[src/design/bmpc_pkg.sv]
package bmpc_pkg;

  // Header layout (byte positions in the file)
  localparam int unsigned HeaderEnd    = 24;
  localparam logic [4:0]  PosSize0     = 5'd2;
  localparam logic [4:0]  PosSize1     = 5'd3;
  localparam logic [4:0]  PosSize2     = 5'd4;
  localparam logic [4:0]  PosSize3     = 5'd5;
  localparam logic [4:0]  PosOffsetLo  = 5'd10;
  localparam logic [4:0]  PosOffsetHi  = 5'd11;
  localparam logic [4:0]  PosWidthLo   = 5'd18;
  localparam logic [4:0]  PosWidthHi   = 5'd19;
  localparam logic [4:0]  PosHeightLo  = 5'd22;
  localparam logic [4:0]  PosHeightHi  = 5'd23;

  // Color packing
  localparam int unsigned RedLsb   = 11;
  localparam int unsigned GreenLsb = 6;
  localparam int unsigned BlueLsb  = 1;

  // Configuration register indexes
  localparam logic CfgOriginX = 1'b0;
  localparam logic CfgOriginY = 1'b1;

  localparam int unsigned CfgWidth   = 10;
  localparam int unsigned PixelWidth = 17;
  localparam int unsigned DivSteps   = 32;

  typedef enum logic [0:0] {
    ST_STREAM,
    ST_DIVIDE
  } bmpc_state_e;

  // Controller to datapath
  typedef struct packed {
    logic take;      // input beat accepted this cycle
    logic div_step;  // advance the row-length divider by one bit
  } bmpc_cmd_t;

  // Datapath to controller
  typedef struct packed {
    logic hdr_last;    // current byte is the last height byte
    logic div_last;    // divider is on its final bit
    logic out_blocked; // output register full and stalled
  } bmpc_status_t;

endpackage

[src/design/bmpc_ctrl.sv]
module bmpc_ctrl
  import bmpc_pkg::*;
(
  input  logic         clk_i,
  input  logic         rst_ni,
  input  logic         in_valid_i,
  output logic         in_stall_o,
  input  bmpc_status_t status_i,
  output bmpc_cmd_t    cmd_o
);

  bmpc_state_e state_q, state_d;

  // state register
  always_ff @(posedge clk_i or negedge rst_ni) begin
    if (!rst_ni) begin
      state_q <= ST_STREAM;
    end else begin
      state_q <= state_d;
    end
  end

  // next state
  always_comb begin
    state_d = state_q;
    case (state_q)
      ST_STREAM: begin
        if (cmd_o.take && status_i.hdr_last) begin
          state_d = ST_DIVIDE;
        end
      end
      ST_DIVIDE: begin
        if (status_i.div_last) begin
          state_d = ST_STREAM;
        end
      end
      default: state_d = ST_STREAM;
    endcase
  end

  // outputs
  always_comb begin
    in_stall_o     = 1'b1;
    cmd_o.div_step = 1'b0;
    case (state_q)
      ST_STREAM: begin
        in_stall_o = status_i.out_blocked;
      end
      ST_DIVIDE: begin
        cmd_o.div_step = 1'b1;
      end
      default: begin
        in_stall_o = 1'b1;
      end
    endcase
    cmd_o.take = in_valid_i & ~in_stall_o;
  end

endmodule

[src/design/bmpc_datapath.sv]
module bmpc_datapath
  import bmpc_pkg::*;
(
  input  logic                    clk_i,
  input  logic                    rst_ni,
  input  logic [7:0]              in_file_byte_i,
  input  logic                    in_new_file_i,
  input  logic                    cfg_we_i,
  input  logic                    cfg_index_i,
  input  logic [CfgWidth-1:0]     cfg_data_i,
  output logic                    out_valid_o,
  input  logic                    out_stall_i,
  output logic [PixelWidth-1:0]   out_pixel_x_o,
  output logic [PixelWidth-1:0]   out_pixel_y_o,
  output logic [15:0]             out_color_o,
  input  bmpc_cmd_t               cmd_i,
  output bmpc_status_t            status_o
);

  logic [CfgWidth-1:0] origin_x_q, origin_y_q;
  logic [31:0] byte_offset_q, byte_offset_d;
  logic [31:0] file_size_q, file_size_d;
  logic [15:0] data_offset_q, data_offset_d;
  logic [15:0] width_q, width_d;
  logic [15:0] height_q, height_d;
  logic [15:0] col_q, col_d;
  logic [15:0] row_q, row_d;
  logic [7:0]  blue_q, blue_d;
  logic [7:0]  green_q, green_d;
  logic [1:0]  phase_q, phase_d;

  // divider: quotient shifts in over the dividend, remainder stays below height
  logic [31:0] quo_q, quo_d;
  logic [15:0] rem_q, rem_d;
  logic [4:0]  div_cnt_q, div_cnt_d;
  logic [16:0] rem_shift;
  logic        rem_ge;
  logic        div_load;

  logic        out_valid_q, out_valid_d;
  logic [PixelWidth-1:0] pix_x_q, pix_x_d, pix_y_q, pix_y_d;
  logic [15:0] color_q, color_d;

  logic [31:0] pos;
  logic        in_header;
  logic        in_data;
  logic        emit;
  logic        out_take;

  // base values seen by this byte; a new file starts from a clean parse
  logic [31:0] fs_b;
  logic [15:0] doff_b, w_b, h_b, col_b, row_b;
  logic [7:0]  blue_b, green_b;
  logic [1:0]  phase_b;

  assign pos     = in_new_file_i ? '0 : byte_offset_q;
  assign fs_b    = in_new_file_i ? '0 : file_size_q;
  assign doff_b  = in_new_file_i ? '0 : data_offset_q;
  assign w_b     = in_new_file_i ? '0 : width_q;
  assign h_b     = in_new_file_i ? '0 : height_q;
  assign col_b   = in_new_file_i ? '0 : col_q;
  assign row_b   = in_new_file_i ? '0 : row_q;
  assign blue_b  = in_new_file_i ? '0 : blue_q;
  assign green_b = in_new_file_i ? '0 : green_q;
  assign phase_b = in_new_file_i ? '0 : phase_q;

  assign in_header = pos < 32'(HeaderEnd);
  assign in_data   = !in_header && (pos >= {16'd0, doff_b}) && (w_b != '0) && (row_b < h_b);
  assign emit      = cmd_i.take && in_data && (phase_b == 2'd2) &&
                     ({16'd0, col_b} < quo_q);
  assign out_take  = out_valid_q && !out_stall_i;

  assign status_o.hdr_last    = in_header && (pos[4:0] == PosHeightHi);
  assign status_o.div_last    = div_cnt_q == 5'(DivSteps - 1);
  assign status_o.out_blocked = out_valid_q && out_stall_i;
  assign div_load             = cmd_i.take && status_o.hdr_last;

  // header capture and pixel assembly
  always_comb begin
    byte_offset_d = byte_offset_q;
    file_size_d   = file_size_q;
    data_offset_d = data_offset_q;
    width_d       = width_q;
    height_d      = height_q;
    col_d         = col_q;
    row_d         = row_q;
    blue_d        = blue_q;
    green_d       = green_q;
    phase_d       = phase_q;
    if (cmd_i.take) begin
      file_size_d   = fs_b;
      data_offset_d = doff_b;
      width_d       = w_b;
      height_d      = h_b;
      col_d         = col_b;
      row_d         = row_b;
      blue_d        = blue_b;
      green_d       = green_b;
      phase_d       = phase_b;
      byte_offset_d = (pos == '1) ? pos : pos + 32'd1;
      if (in_header) begin
        case (pos[4:0])
          PosSize0:    file_size_d[7:0]    = in_file_byte_i;
          PosSize1:    file_size_d[15:8]   = in_file_byte_i;
          PosSize2:    file_size_d[23:16]  = in_file_byte_i;
          PosSize3:    file_size_d[31:24]  = in_file_byte_i;
          PosOffsetLo: data_offset_d[7:0]  = in_file_byte_i;
          PosOffsetHi: data_offset_d[15:8] = in_file_byte_i;
          PosWidthLo:  width_d[7:0]        = in_file_byte_i;
          PosWidthHi:  width_d[15:8]       = in_file_byte_i;
          PosHeightLo: height_d[7:0]       = in_file_byte_i;
          PosHeightHi: height_d[15:8]      = in_file_byte_i;
          default: ;
        endcase
      end else if (in_data) begin
        case (phase_b)
          2'd0: begin
            blue_d  = in_file_byte_i;
            phase_d = 2'd1;
          end
          2'd1: begin
            green_d = in_file_byte_i;
            phase_d = 2'd2;
          end
          default: begin
            phase_d = 2'd0;
            if (col_b + 16'd1 >= w_b) begin
              col_d = '0;
              row_d = row_b + 16'd1;
            end else begin
              col_d = col_b + 16'd1;
            end
          end
        endcase
      end
    end
  end

  // row length divider, one quotient bit per cycle
  assign rem_shift = {rem_q, quo_q[31]};
  assign rem_ge    = rem_shift >= {1'b0, height_q};

  always_comb begin
    quo_d     = quo_q;
    rem_d     = rem_q;
    div_cnt_d = div_cnt_q;
    if (div_load) begin
      quo_d     = fs_b - {16'd0, doff_b};
      rem_d     = '0;
      div_cnt_d = '0;
    end else if (cmd_i.div_step) begin
      rem_d     = rem_ge ? 16'(rem_shift - {1'b0, height_q}) : rem_shift[15:0];
      quo_d     = {quo_q[30:0], rem_ge};
      div_cnt_d = div_cnt_q + 5'd1;
      // zero height gives a zero row length
      if (status_o.div_last && (height_q == '0)) begin
        quo_d = '0;
      end
    end
  end

  // output register
  always_comb begin
    out_valid_d = out_valid_q && !out_take;
    pix_x_d     = pix_x_q;
    pix_y_d     = pix_y_q;
    color_d     = color_q;
    if (emit) begin
      out_valid_d = 1'b1;
      pix_x_d     = {7'd0, origin_x_q} + {1'b0, col_b};
      pix_y_d     = {7'd0, origin_y_q} + {1'b0, h_b} - 17'd1 - {1'b0, row_b};
      color_d     = '0;
      color_d[RedLsb+:5]   = in_file_byte_i[7:3];
      color_d[GreenLsb+:5] = green_b[7:3];
      color_d[BlueLsb+:5]  = blue_b[7:3];
    end
  end

  always_ff @(posedge clk_i or negedge rst_ni) begin
    if (!rst_ni) begin
      origin_x_q    <= '0;
      origin_y_q    <= '0;
      byte_offset_q <= '0;
      file_size_q   <= '0;
      data_offset_q <= '0;
      width_q       <= '0;
      height_q      <= '0;
      col_q         <= '0;
      row_q         <= '0;
      blue_q        <= '0;
      green_q       <= '0;
      phase_q       <= '0;
      quo_q         <= '0;
      rem_q         <= '0;
      div_cnt_q     <= '0;
      out_valid_q   <= 1'b0;
    end else begin
      if (cfg_we_i) begin
        case (cfg_index_i)
          CfgOriginX: origin_x_q <= cfg_data_i;
          CfgOriginY: origin_y_q <= cfg_data_i;
          default: ;
        endcase
      end
      byte_offset_q <= byte_offset_d;
      file_size_q   <= file_size_d;
      data_offset_q <= data_offset_d;
      width_q       <= width_d;
      height_q      <= height_d;
      col_q         <= col_d;
      row_q         <= row_d;
      blue_q        <= blue_d;
      green_q       <= green_d;
      phase_q       <= phase_d;
      quo_q         <= quo_d;
      rem_q         <= rem_d;
      div_cnt_q     <= div_cnt_d;
      out_valid_q   <= out_valid_d;
    end
  end

  // payload of the output beat
  always_ff @(posedge clk_i) begin
    pix_x_q <= pix_x_d;
    pix_y_q <= pix_y_d;
    color_q <= color_d;
  end

  assign out_valid_o   = out_valid_q;
  assign out_pixel_x_o = pix_x_q;
  assign out_pixel_y_o = pix_y_q;
  assign out_color_o   = color_q;

endmodule

[src/design/bmp_rgb888_to_rgb5551_stream_core.sv]
// Channel | Direction | Signals
// --------+-----------+---------------------------------------------------
// in      | sink      | in_valid_i, in_stall_o, in_file_byte_i, in_new_file_i
// out     | source    | out_valid_o, out_stall_i, out_pixel_x_o, out_pixel_y_o,
//         |           | out_color_o
// cfg     | sink      | cfg_we_i, cfg_index_i, cfg_data_i
//
// One file byte per cycle, except the last height byte (byte 23): after it
// the input stalls while a one-bit-per-cycle divider computes the row
// length. Results leave through a single output register; when it is full
// and stalled, the input stalls too. Reset clears the parse state and both
// origin registers.
module bmp_rgb888_to_rgb5551_stream_core
  import bmpc_pkg::*;
(
  input  logic                  clk_i,
  input  logic                  rst_ni,
  input  logic                  in_valid_i,
  output logic                  in_stall_o,
  input  logic [7:0]            in_file_byte_i,
  input  logic                  in_new_file_i,
  output logic                  out_valid_o,
  input  logic                  out_stall_i,
  output logic [PixelWidth-1:0] out_pixel_x_o,
  output logic [PixelWidth-1:0] out_pixel_y_o,
  output logic [15:0]           out_color_o,
  input  logic                  cfg_we_i,
  input  logic                  cfg_index_i,
  input  logic [CfgWidth-1:0]   cfg_data_i
);

  bmpc_cmd_t    cmd;
  bmpc_status_t status;

  bmpc_ctrl u_ctrl (
    .clk_i      (clk_i),
    .rst_ni     (rst_ni),
    .in_valid_i (in_valid_i),
    .in_stall_o (in_stall_o),
    .status_i   (status),
    .cmd_o      (cmd)
  );

  bmpc_datapath u_datapath (
    .clk_i          (clk_i),
    .rst_ni         (rst_ni),
    .in_file_byte_i (in_file_byte_i),
    .in_new_file_i  (in_new_file_i),
    .cfg_we_i       (cfg_we_i),
    .cfg_index_i    (cfg_index_i),
    .cfg_data_i     (cfg_data_i),
    .out_valid_o    (out_valid_o),
    .out_stall_i    (out_stall_i),
    .out_pixel_x_o  (out_pixel_x_o),
    .out_pixel_y_o  (out_pixel_y_o),
    .out_color_o    (out_color_o),
    .cmd_i          (cmd),
    .status_o       (status)
  );

endmodule

[config.mk]
export PLATFORM = sky130hd
export DESIGN_NAME = bmp_rgb888_to_rgb5551_stream_core
export DESIGN_NICKNAME = d
export VERILOG_FILES = /design/src/design/bmpc_pkg.sv /design/src/design/bmpc_ctrl.sv /design/src/design/bmpc_datapath.sv /design/src/design/bmp_rgb888_to_rgb5551_stream_core.sv
export SDC_FILE = /design/constraint.sdc
export NUM_CORES = 1
export LEC_CHECK = 0
export ABC_AREA = 1
export BUFFER_PORTS_ARGS = -buffer_cell sky130_fd_sc_hd__buf_4
export CAP_MARGIN = 5
export CORE_MARGIN = 3
export CORE_UTILIZATION = 55
export CTS_BUF_LIST = sky130_fd_sc_hd__clkbuf_16
export CTS_CLUSTER_SIZE = 24
export DETAILED_ROUTE_END_ITERATION = 6
export PLACE_DENSITY = 0.72
export SKIP_LAST_GASP = 1
export SYNTH_ARGS = -nofsm -noshare
export SYNTH_HDL_FRONTEND = slang
export SYNTH_SLANG_ARGS = --single-unit
[constraint.sdc]
create_clock -name clk_i -period 4.9 [get_ports clk_i]
set_input_delay 0.98 -clock clk_i [delete_from_list [all_inputs] [get_ports clk_i]]
set_output_delay 0.98 -clock clk_i [all_outputs]
set_load 0.1 [all_outputs]
==> flow_summary_export.csv <==
group,metric,value,unit
sta,timing.fmax,0.256,GHz
detailed_routing,num_vias,19940,
critical_path,path_buf_inv,6,
floorplan,fp.dieH,202,um
placement,placed_cell_area,0.0219,mm2
logic_synthesis,avgSynthCellArea,7.06,um2
logic_synthesis,yosysWarnings,0,
detailed_routing,wl_per_cell,18.2,um
floorplan,row_count,71,
placement,port_buffers,75,
sta,fin_crit_sh,0.798,
worst_hold_path,holdPathStages,2,
final_layout,antennaDiodeCount,0,
clock_network,cts_buffers,34,
floorplan,start_util,0.559,
final_layout,drive_above_1_share,0.0723,
clock_network,cts_tree,"done",
clock_network,cts.sinks,280,
sta,timing.setup.tns,0,ps
placement,preCtsSetupSlack,537,ps
critical_path,max_stage_delay,270,ps
sta,rsz0062_at_grt,"false",
critical_path,rrSetupSlack,1220,ps
critical_path,r2r_cells,24,
sta,slew_headroom,0.299,
clock_network,path_clk_slew,60,ps
worst_hold_path,hp-class,"reg -> reg",
critical_path,rr_endpoint,"u_datapath.row_q[5]",
clock_network,postCtsSetupBuffers,0,
critical_path,crit_fanout,10,
placement,hpwl,46.8,mm
clock_network,clock_path_buffers,3,
sta,setup_viol_count_final,0,
critical_path,worstPathRequired,5340,ps
final_layout,final_area,0.0230,mm2
clock_network,root_buffer,"clkbuf_16",
critical_path,end_kind,"flop",
floorplan,io_pins,77,
sta,drv_slew,0,
critical_path,start_kind,"input port",
floorplan,die_w,202,um
clock_network,h-tree-depth,2,
logic_synthesis,ys_ff_latch,280,
detailed_routing,drtPass1Iterations,7,
flow_run,cap_violations,0,
clock_network,cts_hold_buf,0,
pwr,peakVddDrop,0.000220,V
pwr,powerDensity,254,mW/mm2
detailed_routing,drc,1,
critical_path,crit_top_cell,"nand2_1",
detailed_routing,via_per_inst,5.61,
worst_hold_path,hp-start,"u_datapath.blue_q[3]",
critical_path,cpLargestDelayFamily,"simple AND/OR/NAND/NOR gates",
sta,worst_slew_pin_slew,1050,ps
grt,grt_max_degree,126,
critical_path,crit_cells,26,
detailed_routing,routed_wirelength,64.5,mm
sta,period_needed,3910,ps
final_layout,final_net_count,3199,
sta,timing.final.ws_setup,991,ps
run_status,violations,"design-rule violations",
sta,fin_skew,11.8,ps
detailed_routing,ant_nets,0,
grt,antenna_found_initial,0,
grt,gr-usage-all-layers,0.314,
final_layout,syn_to_final_growth,9.02,%
clock_network,clk_latency,550,ps
logic_synthesis,netlist_instances,2984,
critical_path,worstSetupPathType,"in -> reg",
run_status,outcome,"finished, violations left",
logic_synthesis,ys_types,55,
floorplan,die-area,0.0407,mm2
final_layout,fillCellCount,3611,
detailed_routing,drt-initial-drc-count,1877,
logic_synthesis,synth_nets,3165,
grt,gr-total-overflow,0,
critical_path,crit_slowest_cell,"ha_1",
logic_synthesis,netlist_area,0.0211,mm2
grt,grt_pass1_vias,18856,
logic_synthesis,yosysSeqAreaShare,0.344,
critical_path,cp_data_arrival_time,4350,ps
placement,gp_congestion,0.944,
clock_network,cts-resized-gates,0,
floorplan,fp.coreArea,0.0377,mm2
grt,grt_pass1_wl,102,mm
worst_hold_path,hold_end,"u_datapath.blue_q[3]",
critical_path,worstReg2RegStart,"u_datapath.col_q[0]",
sta,hold_viol_final,0,
pwr,p_leak,11.5,nW
-- power by group --
group	leakage (nW)	internal [W]	switching (W)
combinational	7.62	0.000302	0.000668
clock	0.525	0.00134	0.00104
sequential	3.40	0.00244	0.0000291
-- cells in the final DEF (no fill, tap or decap), types with 46 or more instances in the layout --
master / netlist / final
nand4_1: 46 / 46
dfrtp_1: 231 / 231
nand2_1: 865 / 865
ha_1: 142 / 142
o211ai_1: 66 / 66
o21ai_0: 197 / 197
buf_4: 7 / 102
inv_1: 409 / 415
a21oi_1: 135 / 135
xor2_1: 67 / 67
edfxtp_1: 49 / 49
nor2_1: 270 / 269
nand3_1: 177 / 176
-- worst min-delay path: cells and delay by family (launching register included) --
| kind | cells | cell delay, ps |
|---|---|---|
| flops | 1 | 340 |
| simple gates | 2 | 100 |
-- state kept, by name, indices dropped and copies added (netlist names), 17 cells and up --
register,count
u_datapath.file_size_q,32
u_datapath.out_pixel_y_o,17
u_datapath.byte_offset_q,32
u_datapath.quo_q,32
u_datapath.out_pixel_x_o,17
-- worst max-delay path by stage --
| stage | startpoint | end | slack [ps] |
|---|---|---|---|
| 2_1_floorplan | in_new_file_i | u_datapath.out_color_o[10] | 90 |
| 3_3_place_gp | in_new_file_i | u_datapath.row_q[5] | 590 |
| 3_5_place_dp | in_new_file_i | u_datapath.out_color_o[15] | 540 |
| 4_1_cts | in_new_file_i | u_datapath.row_q[5] | 1100 |
| 5_1_grt | in_new_file_i | u_datapath.row_q[5] | 670 |
| 6_report | in_new_file_i | u_datapath.row_q[5] | 990 |
-- through the flow --
step / util / total power, W / hold WS, ps / instances
2_1_floorplan: - / 0.00318 / 449 / 2984
3_3_place_gp: 0.583 / 0.00345 / 461 / 3493
3_5_place_dp: 0.583 / 0.00347 / 465 / 3493
4_1_cts: 0.609 / 0.00586 / 482 / 3552
5_1_grt: 0.609 / 0.00608 / 493 / 3552
6_report: 0.609 / 0.00582 / 479 / 3552
-- kinds of logic after synthesis --
family	Yosys count	synth area share
AOI/OAI and AO/OA	451	0.119
adders and majority gates	156	0.0977
other	1	0.000178
buffers and inverters	531	0.104
xor gates and xnor gates	89	0.0370
DFF	280	0.344
and+or+nand+nor	1476	0.297
-- cell type report --
cell class | instances | area [um2] | area share
clock buffer | 35 | 876 | 0.0382
tap | 511 | 639 | 0.0279
clock inverter | 24 | 129 | 0.00561
inverter | 423 | 1600 | 0.0696
sequential | 280 | 7250 | 0.316
multi-input combinational | 2173 | 11600 | 0.506
timing repair buffer | 106 | 841 | 0.0366
-- synthesized netlist by cell type, drive strengths merged --
| master | n | area (um2) |
|---|---|---|
| xnor2 | 22 | 193 |
| a21boi | 3 | 22.5 |
| inv | 421 | 1580 |
| clkinv | 2 | 8.75 |
| a21o | 5 | 37.5 |
| or2 | 10 | 62.6 |
| edfxtp | 49 | 1470 |
| a31oi | 3 | 18.8 |
| and2 | 4 | 25.0 |
| nor3 | 41 | 225 |
| conb | 1 | 3.75 |
| o21bai | 5 | 37.5 |
| nand2 | 876 | 3330 |
| o22ai | 7 | 43.8 |
| o221ai | 3 | 26.3 |
| a22oi | 1 | 7.51 |
| nor3b | 2 | 15.0 |
| o21ai | 217 | 1090 |
| nand3b | 8 | 60.1 |
| dfrtp | 231 | 5780 |
| o211ai | 66 | 495 |
| or3 | 2 | 12.5 |
| nor4 | 10 | 62.6 |
| fa | 14 | 280 |
| clkbuf | 43 | 161 |
| buf | 65 | 444 |
| nor2 | 295 | 1210 |
| ha | 142 | 1780 |
| o31ai | 1 | 7.51 |
| o21a | 3 | 22.5 |
| nand3 | 179 | 906 |
| xor2 | 67 | 587 |
| a21oi | 136 | 684 |
| a22o | 1 | 8.76 |
| nand4 | 49 | 352 |
-- routing by layer --
layer	vias up	share of wire	track usage
met2	766	0.45	0.495
li1	9649	-	-
met4	0	0.028	0.0954
met1	9419	0.44	0.443
met5	-	0	0
met3	106	0.079	0.0597
Power figures use the tool's default switching activity.
